**config.mk**
```make
export PLATFORM = sky130hd
export DESIGN_NAME = oef3_div
export DESIGN_NICKNAME = d
export VERILOG_FILES = /design/src/design/oef3_div.sv
export SDC_FILE = /design/constraint.sdc
export NUM_CORES = 1
export LEC_CHECK = 0
export BUFFER_PORTS_ARGS = -buffer_cell sky130_fd_sc_hd__buf_4
export CAP_MARGIN = 40
export CORE_MARGIN = 1.5
export CORE_UTILIZATION = 45
export DETAILED_ROUTE_END_ITERATION = 7
export PLACE_DENSITY = 0.68
export RECOVER_POWER = 25
export SYNTH_ARGS = -nofsm -noshare
export SYNTH_HDL_FRONTEND = slang
export SYNTH_SLANG_ARGS = --single-unit
```
**constraint.sdc**
```tcl
create_clock -name clock -period 8.7 [get_ports clock]
set_clock_uncertainty 0.15 [all_clocks]
set_input_delay 2.175 -clock clock [delete_from_list [all_inputs] [get_ports clock]]
set_output_delay 2.175 -clock clock [all_outputs]
set_load 0.02 [all_outputs]
```
**src/design/oef3_div.sv**
```systemverilog
module oef3_div #(
   parameter int DN = 49,
   parameter int DD = 37,
   parameter int CNW = 6
) (
   input  logic           clock,
   input  logic           reset,
   input  logic           start,
   input  logic [CNW-1:0] count,
   input  logic [DN-1:0]  num,
   input  logic [DD-1:0]  rem_init,
   input  logic [DD-1:0]  den,
   output logic           busy,
   output logic [DN-1:0]  quot
);

   logic [CNW-1:0] cnt_ff, cnt_in;
   logic           busy_ff, busy_in;
   logic [DD-1:0]  rem_ff, rem_in;
   logic [DN-1:0]  q_ff, q_in;
   logic [DD-1:0]  den_ff, den_in;
   logic [DD+1:0]  trial;

   // Trial subtract of one restoring step
   assign trial = {1'b0, rem_ff, q_ff[DN-1]} - {2'b00, den_ff};

   always_comb begin
      cnt_in = cnt_ff;
      busy_in = busy_ff;
      rem_in = rem_ff;
      q_in = q_ff;
      den_in = den_ff;
      if (start) begin
         busy_in = 1'b1;
         cnt_in = count;
         rem_in = rem_init;
         q_in = num;
         den_in = den;
      end else if (busy_ff) begin
         // Shift one dividend bit in, one quotient bit out
         if (!trial[DD+1]) begin
            rem_in = trial[DD-1:0];
         end else begin
            rem_in = {rem_ff[DD-2:0], q_ff[DN-1]};
         end
         q_in = {q_ff[DN-2:0], ~trial[DD+1]};
         cnt_in = cnt_ff - CNW'(1);
         if (cnt_ff == CNW'(1)) begin
            busy_in = 1'b0;
         end
      end
   end

   always_ff @(posedge clock) begin
      if (reset) begin
         busy_ff <= 1'b0;
         cnt_ff <= '0;
      end else begin
         busy_ff <= busy_in;
         cnt_ff <= cnt_in;
      end
   end

   always_ff @(posedge clock) begin
      rem_ff <= rem_in;
      q_ff <= q_in;
      den_ff <= den_in;
   end

   assign busy = busy_ff;
   assign quot = q_ff;

endmodule

```
==> reports/results.txt <==
The run finished with clean final reports. Routed wirelength normalized by instance count: 17.01 um. Buffers added to address setup during post-CTS repair amount to 0.

The library cell used most frequently in the layout, excluding fill and tap cells, is buf_4. The tools report the initial antenna violation count as 0. For the starting utilization of the core area, the log shows 45.77%. IR analysis of the VDD net gives a maximum drop of 0.0001783 V. The run gives 2 as the deepest clock path buffer count. Synthesis handed over a netlist of 652 instances.

The run gives 47.47% as the max-slew headroom at the worst pin. Derived from the worst setup path, the maximum achievable clock frequency is 236.0 MHz. The clock-pin slew on the worst setup and hold paths is 60 ps. Critical path class: in -> reg. Share of layout cells above drive strength 1: 36.25%.

From bottom edge to top edge, the die measures 132.6 um. Using the TritonRoute via totals, the vias-per-cell ratio works out to 5.369. The mean instance size in the synthesized netlist was 11.60 um^2.

The largest net degree at the start of global routing is 96, and the total of endpoints with negative setup slack in the final report is 0. The worst hold path class is reg -> reg. At the worst endpoint, the required time is 8600 ps. The power density of the placed cells was 265.6 nW/um^2; the clock network latency to the later pin of the worst-skew pair was 420 ps. Worst-margin pin slew: 787.9 ps. The net count reported at finish was 1006. Setup repair after global routing left no endpoint under its margin. The number of nets in the synthesized netlist is 824.

The remaining antenna violation count after routing is 0, and the number of core rows is 47. In the finished design, the share of the clock period the worst path needs comes to 48.71%. The die covers 17590 um^2. Cells fill 58.79% of the core in the end. The clock net sink count is 130. Summed over all failing endpoints, the final setup total negative slack is 0 ps.

In this run, synthesis inferred 123 flip-flops with an integrated enable. The largest single stage delay on the critical path is 700 ps. For the post-cts hold buffer count, the log shows 0. The largest individual stage delay along the critical path comes from the cell or2_4. Warning count from the yosys run: 0. The kind of start point of the critical path was an input port. The count of input and output buffers came out at 181.

The run gives 18.15 mm as the total detailed-routing wirelength. Global routing consumed, over all layers together, 21.20% of the routing resources. Across the run, the number of max-cap violations was 0. The width of the die is 132.6 um. Summing every instance area after synthesis gives 7564 um^2. The number of global-route vias before repair is 5968, and the first-pass iteration count of the detailed router is 6. The first global-routing pass estimated 29.39 mm of wire. Summed over all cells, the static leakage comes to 0.004094 uW. 0 antenna diodes ended up in the layout.

The number of failing hold endpoints at the final stage was 0; the final RePlAce weighted congestion was 0.8923. Portion of the post-synthesis area used by sequential elements: 50.69%. TritonCTS built the clock tree. The first routing iteration left 366 violations. The peak fanout along the critical path came out at 95. The tree is rooted in a clkbuf_16. TritonCTS created 17 clock buffers.

The most common flop cell mapped by yosys is edfxtp_1. After detailed routing, the number of remaining DRC violations is 0. The capturing element type of the critical path is a flop. After synthesis the netlist holds a flip-flop and latch count of 130. Walking the worst path, the cells encountered are buf_6 > or2_4 > buf_4.

CTS built an H-tree with a depth of 4. Across all layers, the routed design uses 5729 vias. The number of different library cells used by synthesis comes to 57. At the worst endpoint, the arrival time is 4140 ps. The minimum clock period was 4238 ps. The run gives 0 as the count of final max-slew check failures.

The library cells used most frequently in the layout, excluding fill and tap cells, are buf_4 (146), edfxtp_1 (123), mux2_2 (82). In this run, post-CTS repair resized a total of 0 instances. After legalization and detailed placement, the total HPWL measured 13.11 mm. The floorplan step defined a core boundary enclosing 16520 um^2. For this run the aggregate overflow at the end of global routing stands at 0. Relative to the synthesized area, the layout overhead comes to 28.45%.

Of all flip-flops after synthesis, the portion carrying an async set or reset was 0%. In this run the count of I/O pins placed on the die edge is 182.
[logic make-up after synthesis]
| family | after synthesis | share of synthesized area [%] |
|---|---|---|
| multiplexers | 88 | 13.00 |
| AO/OA/AOI/OAI | 147 | 12.46 |
| AND/OR/NAND/NOR | 143 | 9.264 |
| XOR/XNOR | 36 | 4.169 |
| buffers and inverters | 68 | 3.706 |
| adder cells (fa/ha/maj) | 40 | 6.716 |
| flip-flops | 130 | 50.69 |
[sequential cells by signal (all words and copies together) (netlist names)]
| register | cells |
|---|---|
| cnt_ff | 6 |
| den_ff | 37 |
| quot | 49 |
| rem_ff | 37 |
| busy | 1 |
[where the power goes]
| part | switching [uW] | internal [uW] | total (uW) |
|---|---|---|---|
| clock | 286 | 424 | 711 |
| combinational | 529 | 465 | 994 |
| sequential | 58.0 | 818 | 876 |
| total | 873 | 1710 | 2580 |
[path summary, 6_finish.rpt]
check | endpoint | from | slack [ps] | depth (start not counted)
min reg2reg | quot[39]$_DFFE_PP_ | quot[38]$_DFFE_PP_ | 430 | 1
max | quot[46]$_DFFE_PP_ | start | 4460 | 3
min | quot[39]$_DFFE_PP_ | quot[38]$_DFFE_PP_ | 430 | 1
max reg2reg | rem_ff[28]$_DFFE_PP_ | quot[48]$_DFFE_PP_ | 4670 | 15
[cell usage after synthesis (all sizes together), types with 13 or more instances]
cell	n	area [um^2]
edfxtp	123	3694
clkbuf	13	50.04
a21oi	58	290.3
o21ai	25	128.9
xor2	18	157.7
nand2	44	165.2
mux2	82	923.4
inv	46	172.7
ha	39	488.0
nor2	33	123.9
a21o	14	105.1
xnor2	18	157.7
[cell type report]
| class | instances | area [um^2] |
|---|---|---|
| Sequential cell | 130 | 3834 |
| Timing Repair Buffer | 185 | 1400 |
| Fill cell | 1381 | 6809 |
| Clock inverter | 15 | 156.4 |
| Inverter | 46 | 172.7 |
| Multi-Input combinational cell | 454 | 3452 |
| Clock buffer | 17 | 425.4 |
| Tap cell | 220 | 275.3 |
[metrics by stage]
stage                     cell area (um^2)  power (uW)  setup WS (ps)  std cells  hold WS, ps
after floorplan                       7564        1610           4036        652        434.4
after global placement                9119        1853           4083       1034        415.0
after detailed placement              9134        1871           3976       1035        419.0
after CTS                             9716        2595           4436       1067        434.3
after global routing                  9716        2746           4336       1067        460.0
final                                 9716        2581           4462       1067        431.5
[routing by layer]
layer  wire length (um)  track usage (%)  part of all wire, %
met1               7775            25.24                   43
met3               1570            8.429                  8.6
met5                  0                0                    0
met4                222            6.593                  1.2
met2               8583            35.34                   47
[critical path: cells and delay by family]
| family | cells | cell delay [ps] |
|---|---|---|
| buffers and inverters | 2 | 1170 |
| AND/OR/NAND/NOR | 1 | 700 |
(Power assumes the default switching activity.)
